File: src/sv/lkv_pkg.sv
// Shared constants, state codes and types of the LRU key-value cache.
package lkv_pkg;

	localparam int KEY_W        = 16;
	localparam int VALUE_W      = 32;
	localparam int CAP_W        = 5;
	localparam int CAP_RESET    = 16;
	localparam int ENTRIES_DEF  = 16;
	localparam int KEY_BITS_DEF = 16;
	localparam int VAL_BITS_DEF = 32;
	localparam int S_DATA_W     = 48;
	localparam int M_DATA_W     = 48;
	localparam int M_USER_W     = 2;

	localparam logic ACT_GET = 1'b0;
	localparam logic ACT_PUT = 1'b1;

	localparam logic [1:0] ST_IDLE = 2'd0;
	localparam logic [1:0] ST_SCAN = 2'd1;
	localparam logic [1:0] ST_UPD  = 2'd2;

	typedef struct packed {
		logic               hit;
		logic [VALUE_W-1:0] read_value;
		logic               evicted;
		logic [KEY_W-1:0]   evicted_key;
	} res_t;

endpackage

File: src/sv/lkv_store.sv
// Key and value memories of the cache: one write port, one registered read port.
module lkv_store #(
	parameter int ENTRIES = lkv_pkg::ENTRIES_DEF,
	parameter int KW = lkv_pkg::KEY_BITS_DEF,
	parameter int VW = lkv_pkg::VAL_BITS_DEF,
	localparam int IDX_W = (ENTRIES > 1) ? $clog2(ENTRIES) : 1
) (
	input  logic             clk,
	input  logic             we,
	input  logic [IDX_W-1:0] waddr,
	input  logic [KW-1:0]    wkey,
	input  logic [VW-1:0]    wval,
	input  logic             re,
	input  logic [IDX_W-1:0] raddr,
	output logic [KW-1:0]    rkey,
	output logic [VW-1:0]    rval
);

	logic [KW-1:0] key_mem [ENTRIES];
	logic [VW-1:0] val_mem [ENTRIES];
	logic [KW-1:0] rkey_q;
	logic [VW-1:0] rval_q;

	always_ff @(posedge clk) begin
		if (we) begin
			key_mem[waddr] <= wkey;
			val_mem[waddr] <= wval;
		end
		if (re) begin
			rkey_q <= key_mem[raddr];
			rval_q <= val_mem[raddr];
		end
	end

	assign rkey = rkey_q;
	assign rval = rval_q;

endmodule

File: src/sv/lkv_ctrl.sv
// Sequencer of the cache: serial key compare over the store, recency ranks and update.
module lkv_ctrl #(
	parameter int ENTRIES = lkv_pkg::ENTRIES_DEF,
	parameter int KW = lkv_pkg::KEY_BITS_DEF,
	parameter int VW = lkv_pkg::VAL_BITS_DEF,
	localparam int IDX_W = (ENTRIES > 1) ? $clog2(ENTRIES) : 1
) (
	input  logic                     clk,
	input  logic                     arst_n,
	input  logic                     start,
	input  logic                     req_put,
	input  logic [KW-1:0]            req_key,
	input  logic [VW-1:0]            req_val,
	input  logic [lkv_pkg::CAP_W-1:0] cap,
	input  logic                     out_free,
	output logic                     idle,
	output logic                     done,
	output lkv_pkg::res_t            res,
	output logic                     st_we,
	output logic [IDX_W-1:0]         st_waddr,
	output logic [KW-1:0]            st_wkey,
	output logic [VW-1:0]            st_wval,
	output logic                     st_re,
	output logic [IDX_W-1:0]         st_raddr,
	input  logic [KW-1:0]            st_rkey,
	input  logic [VW-1:0]            st_rval
);

	localparam int CNT_W   = $clog2(ENTRIES + 1);
	localparam int RANK_W  = IDX_W;
	localparam int CAP_W   = lkv_pkg::CAP_W;
	localparam int CMP_W   = ((CNT_W > CAP_W) ? CNT_W : CAP_W) + 1;
	localparam int KEY_W   = lkv_pkg::KEY_W;
	localparam int VALUE_W = lkv_pkg::VALUE_W;

	logic [1:0]        state_q;
	logic [CNT_W-1:0]  cnt_q;
	logic [CNT_W-1:0]  fill_q;
	logic              rd_vld_s1;
	logic [IDX_W-1:0]  idx_s1;
	logic              put_q;
	logic [KW-1:0]     key_q;
	logic [VW-1:0]     val_q;
	logic [ENTRIES-1:0] valid_q;
	logic [RANK_W-1:0] rank_q [ENTRIES];

	logic              found_q;
	logic [IDX_W-1:0]  found_idx_q;
	logic [RANK_W-1:0] found_rank_q;
	logic [VW-1:0]     found_val_q;
	logic              free_q;
	logic [IDX_W-1:0]  free_idx_q;
	logic              best_q;
	logic [IDX_W-1:0]  best_idx_q;
	logic [RANK_W-1:0] best_rank_q;
	logic [KW-1:0]     best_key_q;

	logic              issue;
	logic              match;
	logic              take_free;
	logic              take_best;
	logic              scan_end;
	logic              commit;
	logic [CMP_W-1:0]  cap_x;
	logic [CMP_W-1:0]  ent_x;
	logic [CMP_W-1:0]  fill_x;
	logic [CMP_W-1:0]  eff_cap;
	logic              fill_ok;
	logic              do_fill;
	logic              do_evict;
	logic              do_touch;
	logic [IDX_W-1:0]  slot;
	logic [RANK_W-1:0] touch_rank;

	assign issue     = (state_q == lkv_pkg::ST_SCAN) && (cnt_q != CNT_W'(ENTRIES));
	assign st_re     = issue;
	assign st_raddr  = cnt_q[IDX_W-1:0];
	assign match     = rd_vld_s1 && valid_q[idx_s1] && (st_rkey == key_q) && !found_q;
	assign take_free = rd_vld_s1 && !valid_q[idx_s1] && !free_q;
	assign take_best = rd_vld_s1 && valid_q[idx_s1] &&
		(!best_q || (rank_q[idx_s1] > best_rank_q));
	assign scan_end  = (state_q == lkv_pkg::ST_SCAN) && (cnt_q == CNT_W'(ENTRIES)) &&
		!rd_vld_s1;
	assign commit    = (state_q == lkv_pkg::ST_UPD) && out_free;

	always_comb begin
		cap_x  = CMP_W'(cap);
		ent_x  = CMP_W'(ENTRIES);
		fill_x = CMP_W'(fill_q);
		if (cap_x == '0) begin
			eff_cap = CMP_W'(1);
		end else if (cap_x > ent_x) begin
			eff_cap = ent_x;
		end else begin
			eff_cap = cap_x;
		end
		fill_ok = (fill_x < eff_cap) && (fill_x < ent_x);
	end

	assign do_fill    = !found_q && (put_q == lkv_pkg::ACT_PUT) && fill_ok && free_q;
	assign do_evict   = !found_q && (put_q == lkv_pkg::ACT_PUT) && !do_fill && best_q;
	assign do_touch   = found_q || do_evict;
	assign slot       = found_q ? found_idx_q : (do_fill ? free_idx_q : best_idx_q);
	assign touch_rank = found_q ? found_rank_q : best_rank_q;

	assign st_we    = commit && ((found_q && (put_q == lkv_pkg::ACT_PUT)) || do_fill || do_evict);
	assign st_waddr = slot;
	assign st_wkey  = key_q;
	assign st_wval  = val_q;

	assign idle = (state_q == lkv_pkg::ST_IDLE);
	assign done = commit;

	always_comb begin
		res.hit         = found_q;
		res.read_value  = (found_q && (put_q == lkv_pkg::ACT_GET)) ?
			VALUE_W'(found_val_q) : '0;
		res.evicted     = do_evict;
		res.evicted_key = do_evict ? KEY_W'(best_key_q) : '0;
	end

	always_ff @(posedge clk or negedge arst_n) begin
		if (!arst_n) begin
			state_q   <= lkv_pkg::ST_IDLE;
			cnt_q     <= '0;
			fill_q    <= '0;
			rd_vld_s1 <= 1'b0;
			valid_q   <= '0;
			found_q   <= 1'b0;
			free_q    <= 1'b0;
			best_q    <= 1'b0;
			for (int i = 0; i < ENTRIES; i++) begin
				rank_q[i] <= '0;
			end
		end else begin
			rd_vld_s1 <= issue;
			unique case (state_q)
				lkv_pkg::ST_IDLE: begin
					if (start) begin
						state_q <= lkv_pkg::ST_SCAN;
						cnt_q   <= '0;
						found_q <= 1'b0;
						free_q  <= 1'b0;
						best_q  <= 1'b0;
					end
				end
				lkv_pkg::ST_SCAN: begin
					if (issue) begin
						cnt_q <= cnt_q + CNT_W'(1);
					end
					if (match) begin
						found_q <= 1'b1;
					end
					if (take_free) begin
						free_q <= 1'b1;
					end
					if (take_best) begin
						best_q <= 1'b1;
					end
					if (scan_end) begin
						state_q <= lkv_pkg::ST_UPD;
					end
				end
				lkv_pkg::ST_UPD: begin
					if (commit) begin
						state_q <= lkv_pkg::ST_IDLE;
						for (int i = 0; i < ENTRIES; i++) begin
							if (do_fill && valid_q[i]) begin
								rank_q[i] <= rank_q[i] + RANK_W'(1);
							end else if (do_touch && valid_q[i] &&
								(IDX_W'(i) != slot) && (rank_q[i] < touch_rank)) begin
								rank_q[i] <= rank_q[i] + RANK_W'(1);
							end
						end
						if (do_fill || do_touch) begin
							rank_q[slot] <= '0;
						end
						if (do_fill) begin
							valid_q[slot] <= 1'b1;
							fill_q        <= fill_q + CNT_W'(1);
						end
					end
				end
				default: begin
					state_q <= lkv_pkg::ST_IDLE;
				end
			endcase
		end
	end

	always_ff @(posedge clk) begin
		idx_s1 <= cnt_q[IDX_W-1:0];
		if (idle && start) begin
			put_q <= req_put;
			key_q <= req_key;
			val_q <= req_val;
		end
		if (match) begin
			found_idx_q  <= idx_s1;
			found_rank_q <= rank_q[idx_s1];
			found_val_q  <= st_rval;
		end
		if (take_free) begin
			free_idx_q <= idx_s1;
		end
		if (take_best) begin
			best_idx_q  <= idx_s1;
			best_rank_q <= rank_q[idx_s1];
			best_key_q  <= st_rkey;
		end
	end

	a_fill_bound: assert property (@(posedge clk) disable iff (!arst_n)
		fill_q <= CNT_W'(ENTRIES))
		else $error("fill count above entry count");

	a_fill_valid: assert property (@(posedge clk) disable iff (!arst_n)
		$countones(valid_q) == int'(fill_q))
		else $error("fill count disagrees with valid marks");

	a_commit_idle: assert property (@(posedge clk) disable iff (!arst_n)
		commit |=> (state_q == lkv_pkg::ST_IDLE))
		else $error("sequencer did not return to idle after update");

	a_evict_put: assert property (@(posedge clk) disable iff (!arst_n)
		(done && res.evicted) |-> (!res.hit && (put_q == lkv_pkg::ACT_PUT)))
		else $error("eviction reported on a hit or a get");

	a_start_scan: assert property (@(posedge clk) disable iff (!arst_n)
		(idle && start) |=> ((state_q == lkv_pkg::ST_SCAN) && (cnt_q == '0)))
		else $error("accepted transfer did not start a scan");

endmodule

File: src/sv/lru_key_value_cache.sv
// Top level of the LRU key-value cache: stream ports, capacity register, result register.
//
// Usage: one request per slave transfer. s_tuser carries the action (0 get, 1 put),
// s_tdata the key and the value of a put. Each request yields exactly one master
// transfer: m_tuser flags hit and eviction, m_tdata the value read by a get hit and
// the key removed by an eviction (zeros where not applicable).
// A single key comparator walks the entries one per cycle through the store's read
// port, then the update step applies the write and the recency update once the output
// register is free. s_tready is low from the time a request is taken until its
// update is done, so a new request is taken only after the previous one completes.
// The result sits in an output register; while m_tready is low the block finishes
// the lookup and then waits in its update step, so no result is lost or repeated.
// cfg_we writes capacity_in_use from cfg_wdata; 0 acts as 1, values above ENTRIES
// act as ENTRIES. Write it only while no request is in flight.
// Reset clears all valid marks, recency ranks and the fill count, sets the capacity
// to 16 and drops any pending result. Key and value storage is not cleared.
module lru_key_value_cache #(
	parameter int ENTRIES = lkv_pkg::ENTRIES_DEF,
	parameter int KEY_BITS = lkv_pkg::KEY_BITS_DEF,
	parameter int VALUE_BITS = lkv_pkg::VAL_BITS_DEF
) (
	input  logic                         clk,
	input  logic                         arst_n,
	input  logic                         s_tvalid,
	output logic                         s_tready,
	input  logic [lkv_pkg::S_DATA_W-1:0] s_tdata,  // lookup_key, store_value
	input  logic                         s_tuser,  // action
	output logic                         m_tvalid,
	input  logic                         m_tready,
	output logic [lkv_pkg::M_DATA_W-1:0] m_tdata,  // read_value, evicted_key
	output logic [lkv_pkg::M_USER_W-1:0] m_tuser,  // hit, evicted
	input  logic                         cfg_we,
	input  logic [lkv_pkg::CAP_W-1:0]    cfg_wdata
);

	localparam int KEY_W   = lkv_pkg::KEY_W;
	localparam int VALUE_W = lkv_pkg::VALUE_W;
	localparam int KW      = (KEY_BITS < KEY_W) ? KEY_BITS : KEY_W;
	localparam int VW      = (VALUE_BITS < VALUE_W) ? VALUE_BITS : VALUE_W;
	localparam int IDX_W   = (ENTRIES > 1) ? $clog2(ENTRIES) : 1;

	logic [lkv_pkg::CAP_W-1:0] cap_q;
	logic                      m_tvalid_q;
	lkv_pkg::res_t             res_q;
	lkv_pkg::res_t             res;
	logic                      idle;
	logic                      done;
	logic                      start;
	logic                      out_free;
	logic                      st_we;
	logic [IDX_W-1:0]          st_waddr;
	logic [KW-1:0]             st_wkey;
	logic [VW-1:0]             st_wval;
	logic                      st_re;
	logic [IDX_W-1:0]          st_raddr;
	logic [KW-1:0]             st_rkey;
	logic [VW-1:0]             st_rval;

	assign s_tready = idle;
	assign start    = s_tvalid && idle;
	assign out_free = !m_tvalid_q || m_tready;

	always_ff @(posedge clk or negedge arst_n) begin
		if (!arst_n) begin
			cap_q      <= lkv_pkg::CAP_W'(lkv_pkg::CAP_RESET);
			m_tvalid_q <= 1'b0;
		end else begin
			if (cfg_we) begin
				cap_q <= cfg_wdata;
			end
			if (done) begin
				m_tvalid_q <= 1'b1;
			end else if (m_tready) begin
				m_tvalid_q <= 1'b0;
			end
		end
	end

	always_ff @(posedge clk) begin
		if (done) begin
			res_q <= res;
		end
	end

	assign m_tvalid = m_tvalid_q;
	assign m_tdata  = {res_q.evicted_key, res_q.read_value};
	assign m_tuser  = {res_q.evicted, res_q.hit};

	lkv_ctrl #(
		.ENTRIES(ENTRIES),
		.KW(KW),
		.VW(VW)
	) u_ctrl (
		.clk(clk),
		.arst_n(arst_n),
		.start(start),
		.req_put(s_tuser),
		.req_key(s_tdata[KW-1:0]),
		.req_val(s_tdata[KEY_W +: VW]),
		.cap(cap_q),
		.out_free(out_free),
		.idle(idle),
		.done(done),
		.res(res),
		.st_we(st_we),
		.st_waddr(st_waddr),
		.st_wkey(st_wkey),
		.st_wval(st_wval),
		.st_re(st_re),
		.st_raddr(st_raddr),
		.st_rkey(st_rkey),
		.st_rval(st_rval)
	);

	lkv_store #(
		.ENTRIES(ENTRIES),
		.KW(KW),
		.VW(VW)
	) u_store (
		.clk(clk),
		.we(st_we),
		.waddr(st_waddr),
		.wkey(st_wkey),
		.wval(st_wval),
		.re(st_re),
		.raddr(st_raddr),
		.rkey(st_rkey),
		.rval(st_rval)
	);

endmodule

File: config.mk
export PLATFORM = sky130hd
export DESIGN_NAME = lru_key_value_cache
export DESIGN_NICKNAME = d
export VERILOG_FILES = /design/src/sv/lkv_pkg.sv /design/src/sv/lkv_store.sv /design/src/sv/lkv_ctrl.sv /design/src/sv/lru_key_value_cache.sv
export SDC_FILE = /design/constraint.sdc
export NUM_CORES = 1
export LEC_CHECK = 0
export ABC_AREA = 1
export BUFFER_PORTS_ARGS = -buffer_cell sky130_fd_sc_hd__clkbuf_2
export CAP_MARGIN = 10
export CORE_UTILIZATION = 25
export CTS_CLUSTER_DIAMETER = 120
export DETAILED_ROUTE_END_ITERATION = 8
export PLACE_DENSITY = 0.37
export SLEW_MARGIN = 10
export SYNTH_ARGS = -nofsm -noshare
export SYNTH_HDL_FRONTEND = slang
export SYNTH_HIERARCHICAL = 1
export SYNTH_SLANG_ARGS = --single-unit
File: constraint.sdc
create_clock -name clk -period 11.4 [get_ports clk]
set_input_delay 1.14 -clock clk [delete_from_list [all_inputs] [get_ports clk]]
set_output_delay 1.14 -clock clk [all_outputs]
set_load 0.02 [all_outputs]
==> results.py, run 1 <==
metrics = {
    "worst_setup_path": {
        "path_class": "reg2reg",
        "cp_slowest_cell": "nor2_4",
        "end_kind": "register",
        "crit_arrival_ns": 4.58,
        "required_ns": 11.82,
        "startpoint_type": "register",
        "max_stage_delay_ns": 0.89,
        "crit_family": "simple AND/OR/NAND/NOR gates",
        "crit_chain": "inv_1 > nand2_1 > ha_1 > a21oi_1 > nor2_1 > nor2_8 > nand2_4 > a21oi_1 > nand2_1 > nor2_4 > buf_4",
        "worst-path-buf-inv": 2,
        "worst-path-max-fanout": 26,
    },
    "logic_synthesis": {
        "ys_seq_area_share_pct": 66.73,
        "synth_seq_cells": 1089,
        "ys_types": 47,
        "synth_area_leader_cell": "edfxtp_1",
        "synth-warning-count": 6,
        "async_flop_share_pct": 9.366,
        "synth_edf_count": 983,
        "syn_avg_cell_area_um2": 10.37,
        "synth_top_area_share_pct": 61.27,
        "synth_area_leaders": "edfxtp_1 61%, nand2_1 10%, nand3_1 6.7%",
        "syn-num-nets": 4779,
        "syn_inst": 4645,
        "synth_top_flop_cell": "edfxtp_1",
        "synthesis.area_um2": 48180,
    },
    "finish": {
        "multi_input_area_um2": 12020,
        "drive_above_1_share_pct": 9.194,
        "area_growth_pct": 15.52,
        "seq_area_um2": 32170,
        "fillers": 19790,
        "fin_util_pct": 29.17,
        "fin_nets": 4881,
    },
    "global_routing": {
        "grt_max_degree": 178,
        "grt_usage_pct": 14.94,
        "antenna_found_initial": 5,
        "grt_pass1_vias": 31210,
        "grt_pass1_wl_um": 213000,
        "gr-total-overflow": 0,
    },
    "floorplanning": {
        "core_um2": 190800,
        "die_area_um2": 194500,
        "io_pins": 111,
        "start_util_pct": 25.25,
        "die_w_um": 441,
        "fp-row-count": 160,
        "fp.dieH_um": 441,
    },
    "cts": {
        "ctsHoldBuffers": 0,
        "cts_tree": "yes",
        "clock-root-buffer": "clkbuf_16",
        "cts_resized": 0,
        "clock_latency_ns": 0.78,
        "cts_setup_buffers": 0,
        "cts.clk_slew.worst_paths_ns": 0.06,
        "clock_sinks": 1089,
        "numCtsBuffers": 138,
        "htree_levels": 4,
        "cts_buffer_depth": 3,
    },
    "place": {
        "dp_hpwl_um": 81120,
        "globalplace.congestion": 0.7649,
        "io_buffers": 110,
    },
    "drt": {
        "wl_per_cell_um": 19.67,
        "totalWireLength_um": 144900,
        "drtPass1Iterations": 5,
        "drc_errors": 0,
        "detail_route.vias_per_cell": 4.273,
        "vias": 31470,
        "drt_iter0_drc": 1896,
        "ant_nets": 0,
    },
    "power": {
        "powerDensity_nw_per_um2": 236.7,
        "p_leak_nw": 23.16,
        "vdd_drop_max_uv": 174.9,
    },
    "worst_hold_path": {
        "hp-class": "in2async",
    },
    "sta": {
        "hold_violations": 0,
        "setup_viol": 0,
        "finalCritPeriodShare_pct": 36.48,
        "max_freq_ghz": 0.2405,
        "slew_headroom_pct": 25.08,
        "fin_worst_skew_ns": 0.03288,
        "tns_ns": 0,
        "rsz0062_at_grt": "no",
        "slew_viol_final": 0,
        "period_minus_slack_ns": 4.159,
        "worst_slew_pin_slew_ns": 1.121,
    },
    "job": {
        "maxCapViolCount": 0,
    },
    "run_status": {
        "status": "finished, final reports clean",
    },
}
sequential cells by signal, summed over array words and instances (netlist names), 5 cells and up:
name and cells:
u_ctrl/found_val_q 32, u_store/key_mem 256, u_ctrl/valid_q 16, u_store/val_mem 512, u_ctrl/cnt_q 5, u_store/rval 32, u_store/rkey 16, cap_q 5
u_ctrl/fill_q 5, u_ctrl/st_wkey 16, u_ctrl/st_wval 32, m_tdata 48, u_ctrl/best_key_q 16, u_ctrl/rank_q 64
stage by stage:
| step | hold WS (ns) | instance area [um^2] | std cells | power (mW) | setup WS [ns] |
|---|---|---|---|---|---|
| floorplan | 0.3889 | 48180 | 4645 | 7.702 | 6.670 |
| CTS | 0.1930 | 55650 | 7362 | 13.46 | 7.144 |
| finish | 0.2532 | 55660 | 7364 | 13.17 | 7.241 |
| global route | 0.2208 | 55660 | 7363 | 14.01 | 6.938 |
| detailed placement | 0.4062 | 51420 | 7118 | 9.214 | 6.625 |
| global placement | 0.4031 | 51420 | 7118 | 9.216 | 6.632 |
synthesized netlist by cell type, types with 4 or more instances:
cell type and count:
a21boi_1 8, a21oi_1 101, buf_1 13, buf_2 95
buf_4 22, buf_6 18, clkbuf_1 56, dfrtp_1 101
dfxtp_1 4, edfxtp_1 983, ha_1 75, inv_1 795
inv_2 12, nand2_1 1300, nand2_2 26, nand2_4 6
nand3_1 649, nand3b_1 7, nand4_1 39, nor2_1 176
nor2_4 4, nor3_1 15, o21ai_0 71, o21ai_1 12
o21bai_1 8, o221ai_1 10, xnor2_1 4, xor2_1 7
logic make-up after synthesis:
family	Yosys count	share of synthesized area, %
simple gates	2236	19.98
flops	1089	66.73
buf+inv	1014	8.635
compound gates	220	2.501
fa+ha+maj	75	1.948
xor+xnor	11	0.2000
path summary, 6_finish.rpt:
| path | depth (start not counted) | from | slack [ns] | to |
|---|---|---|---|---|
| setup / recovery | 11 | cap_q[4] | 7.24 | u_store/val_mem[9][4] |
| hold / removal | 1 | arst_n | 0.25 | u_ctrl/rank_q[40] |
| setup reg to reg | 11 | cap_q[4] | 7.24 | u_store/val_mem[9][4] |
| hold reg to reg | 0 | u_store/rval[23] | 0.42 | u_ctrl/found_val_q[23] |
| max in group asynchronous | 3 | arst_n | 9.55 | u_ctrl/rank_q[3] |
| min in group clk | 0 | u_store/rval[23] | 0.42 | u_ctrl/found_val_q[23] |
cells in the final DEF, fill, tap and decap left out, drive strengths merged, types with 2 or more instances in the layout:
master   instances
nand2         1333
edfxtp         983
inv            813
nand3          655
clkbuf         293
nor2           184
a21oi          101
dfrtp          101
o21ai           83
ha              75
buf             58
clkinv          53
nand4           39
nor3            16
o221ai          10
o21bai           8
a21boi           8
xor2             7
nand3b           7
xnor2            4
dfxtp            4
diode            2
bufinv           2
o22ai            2
a2111oi          2
a22oi            2
area by class of cell:
| type | instances | share of cell area (%) |
|---|---|---|
| well taps | 2511 | 5.645 |
| inverters | 809 | 5.519 |
| repair buffers | 167 | 1.830 |
| multi-input cells | 2542 | 21.59 |
| clock inverters | 60 | 0.9913 |
| clock buffers | 184 | 6.625 |
| flip-flops and latches | 1089 | 57.79 |
| diodes | 2 | 0.008992 |
where the power goes:
| part | internal (mW) | switching, mW |
|---|---|---|
| clock network | 2.34 | 1.81 |
| registers | 4.92 | 0.368 |
| logic | 0.981 | 2.76 |
layer usage:
layer | track usage [%] | wire length (um)
met5 | 0 | 0
met4 | 4.348 | 3339
met3 | 2.829 | 6108
met2 | 23.89 | 66370
met1 | 20.43 | 69060
(Power assumes the default switching activity.)
==> run 2, diff against run 1 <==
--- a/config.mk
+++ b/config.mk
@@ -5,13 +5,13 @@
 export SDC_FILE = /design/constraint.sdc
 export NUM_CORES = 1
 export LEC_CHECK = 0
-export ABC_AREA = 1
+export ABC_AREA = 0
 export BUFFER_PORTS_ARGS = -buffer_cell sky130_fd_sc_hd__clkbuf_2
 export CAP_MARGIN = 10
 export CORE_UTILIZATION = 25
 export CTS_CLUSTER_DIAMETER = 120
 export DETAILED_ROUTE_END_ITERATION = 8
-export PLACE_DENSITY = 0.37
+export PLACE_DENSITY = 0.38
 export SLEW_MARGIN = 10
 export SYNTH_ARGS = -nofsm -noshare
 export SYNTH_HDL_FRONTEND = slang
==> constraint.sdc (replaced) <==
create_clock -name clk -period 3.7 [get_ports clk]
set_input_delay 0.37 -clock clk [delete_from_list [all_inputs] [get_ports clk]]
set_output_delay 0.37 -clock clk [all_outputs]
set_load 0.02 [all_outputs]
==> results.py, run 2 <==
metrics = {
    "run_status": {
        "status": "finished, final reports clean",
    },
    "drt": {
        "drtPass1Iterations": 5,
        "ant_nets": 0,
        "wl_per_cell_um": 23.76,
        "drc_errors": 0,
        "totalWireLength_um": 118000,
        "detail_route.vias_per_cell": 4.517,
        "vias": 22440,
        "drt_iter0_drc": 1580,
    },
    "floorplanning": {
        "fp.dieH_um": 417.5,
        "start_util_pct": 25.16,
        "io_pins": 111,
        "fp-row-count": 152,
        "die_area_um2": 174300,
        "core_um2": 171500,
        "die_w_um": 417.5,
    },
    "logic_synthesis": {
        "synth_edf_count": 983,
        "synthesis.area_um2": 43170,
        "synth_area_leader_cell": "edfxtp_1",
        "synth_area_leaders": "edfxtp_1 68%, mux4_2 11%, dfrtp_1 5.9%",
        "synth_top_area_share_pct": 68.38,
        "async_flop_share_pct": 9.366,
        "synth_top_flop_cell": "edfxtp_1",
        "synthTopCellsByCount": "983 x edfxtp_1, 217 x mux4_2, 109 x a22oi_1, 101 x dfrtp_1, 101 x nand2_1",
        "syn_inst": 2239,
        "yosysMostFrequentCell": "edfxtp_1",
        "syn_avg_cell_area_um2": 19.28,
        "syn-num-nets": 2373,
        "ys_types": 61,
        "synth_seq_cells": 1089,
        "synth-warning-count": 6,
        "ys_seq_area_share_pct": 74.49,
    },
    "global_routing": {
        "antenna_found_initial": 2,
        "grt_pass1_wl_um": 172700,
        "grt_pass1_vias": 24620,
        "grt_usage_pct": 13.68,
        "grt_max_degree": 67,
        "gr-total-overflow": 0,
    },
    "cts": {
        "cts_setup_buffers": 0,
        "cts_tree": "yes",
        "clock_sinks": 1089,
        "clock_latency_ns": 0.77,
        "numCtsBuffers": 130,
        "clock-root-buffer": "clkbuf_16",
        "htree_levels": 4,
        "cts.clk_slew.worst_paths_ns": 0.06,
        "cts_buffer_depth": 3,
    },
    "job": {
        "maxCapViolCount": 0,
    },
    "worst_hold_path": {
        "hp-class": "in2async",
    },
    "sta": {
        "max_freq_ghz": 0.2889,
        "slew_viol_final": 0,
        "setup_viol": 0,
        "fin_worst_skew_ns": 0.05496,
        "fin_hold_ws_ns": 0.1714,
        "period_minus_slack_ns": 3.461,
        "worst_slew_pin_slew_ns": 0.8488,
        "finalCritPeriodShare_pct": 93.54,
        "hold_violations": 0,
        "slew_headroom_pct": 43.41,
    },
    "worst_setup_path": {
        "required_ns": 4.14,
        "r2r_start": "cap_q[4]",
        "r2r_cells": 11,
        "worst-path-max-fanout": 25,
        "end_kind": "register",
        "crit_start": "cap_q[4]",
        "crit_arrival_ns": 3.90,
        "path_class": "reg2reg",
        "startpoint_type": "register",
    },
    "finish": {
        "reg_top3": "u_store/val_mem (512), u_store/key_mem (256), u_ctrl/rank_q (64)",
        "fin_nets": 2694,
        "largest_reg_flops": 512,
        "drive_above_1_share_pct": 25.71,
        "fillers": 16780,
        "final_cell_mix": "983 x edfxtp_1, 217 x mux4_2, 131 x clkbuf_16, 109 x clkbuf_2, 107 x a22oi_1",
        "area_growth_pct": 22.02,
        "mostFrequentLayoutCell": "edfxtp_1",
        "fin_util_pct": 30.70,
        "top_register": "u_store/val_mem",
    },
    "power": {
        "powerDensity_nw_per_um2": 639.0,
        "p_leak_nw": 17.64,
        "vdd_drop_max_uv": 366.6,
    },
    "place": {
        "io_buffers": 110,
        "dp_hpwl_um": 71980,
        "globalplace.congestion": 0.7639,
    },
}
## run 2: power by group
group          internal, mW  switching [mW]  leakage, nW
logic                  3.11            3.73         5.25
clock network          7.18            5.29         2.02
registers              13.9           0.398         10.4
## run 2: worst paths after layout
path | end | slack [ns]
worst max-delay path | u_store/val_mem[0][7] | 0.24
worst min-delay path | u_ctrl/rank_q[8] | 0.17
worst max register to register | u_store/val_mem[0][7] | 0.24
worst min register to register | u_ctrl/found_val_q[13] | 0.41
max in group asynchronous | cap_q[4] | 2.69
min in group clk | m_tvalid | 0.26
## run 2: repair_timing
action | in CTS | in global routing
resized for setup | 1 | 5
hold buffers | 60 | 0
hold endpoints to repair | 90 | 0
endpoints found under the setup margin | 15 | 80
## run 2: cell families (layout without fill, tap and decap cells)
| group | Yosys count | count (layout) | share of synthesized area [%] |
|---|---|---|---|
| AOI/OAI and AO/OA | 327 | 327 | 5.220 |
| xor gates and xnor gates | 26 | 26 | 0.5276 |
| adders and majority gates | 75 | 75 | 2.174 |
| buffers and inverters | 126 | 544 | 1.333 |
| DFF | 1089 | 1089 | 74.49 |
| muxes | 234 | 234 | 11.73 |
| other | 0 | 1 | 0 |
| and+or+nand+nor | 362 | 362 | 4.528 |
## run 2: layout make-up
cell class	instances	area (um^2)	share of cell area, %
tap	2310	2890	5.487
antenna	1	2.502	0.004751
inverter	20	78.83	0.1497
multi-input combinational	1024	10680	20.27
timing repair buffer	295	2671	5.072
clock buffer	155	3388	6.433
sequential	1089	32160	61.06
clock inverter	74	802.0	1.523
## run 2: metrics by stage
| step | std cells | setup TNS, ns | area [um^2] | setup slack (ns) | power, mW |
|---|---|---|---|---|---|
| floorplan | 2239 | -109.29 | 43340 | -0.5937 | 19.04 |
| CTS | 4967 | 0 | 52650 | 0.1307 | 34.40 |
| detailed placement | 4678 | -0.2455 | 47850 | -0.02170 | 21.63 |
| global placement | 4678 | -0.4704 | 47850 | -0.03644 | 21.64 |
| global route | 4967 | -0.002314 | 52670 | -0.001334 | 35.19 |
| finish | 4968 | 0 | 52670 | 0.2390 | 33.66 |
## run 2: critical path: stages (launching register included)
cell and delay, ns:
dfstp_2 0.54, inv_2 0.05, nand2_1 0.06, ha_1 0.23, a21o_1 0.19, a2111oi_4 0.28
buf_4 0.21, o21ai_0 0.20, a21oi_2 0.28, or3b_4 0.49, nor3_4 0.34, buf_12 0.26
## run 2: layer usage
layer | GRT usage [%] | part of all wire [%]
met3 | 2.548 | 4.0
met4 | 4.054 | 2.3
met5 | 0 | 0
met1 | 16.81 | 42
met2 | 24.23 | 52
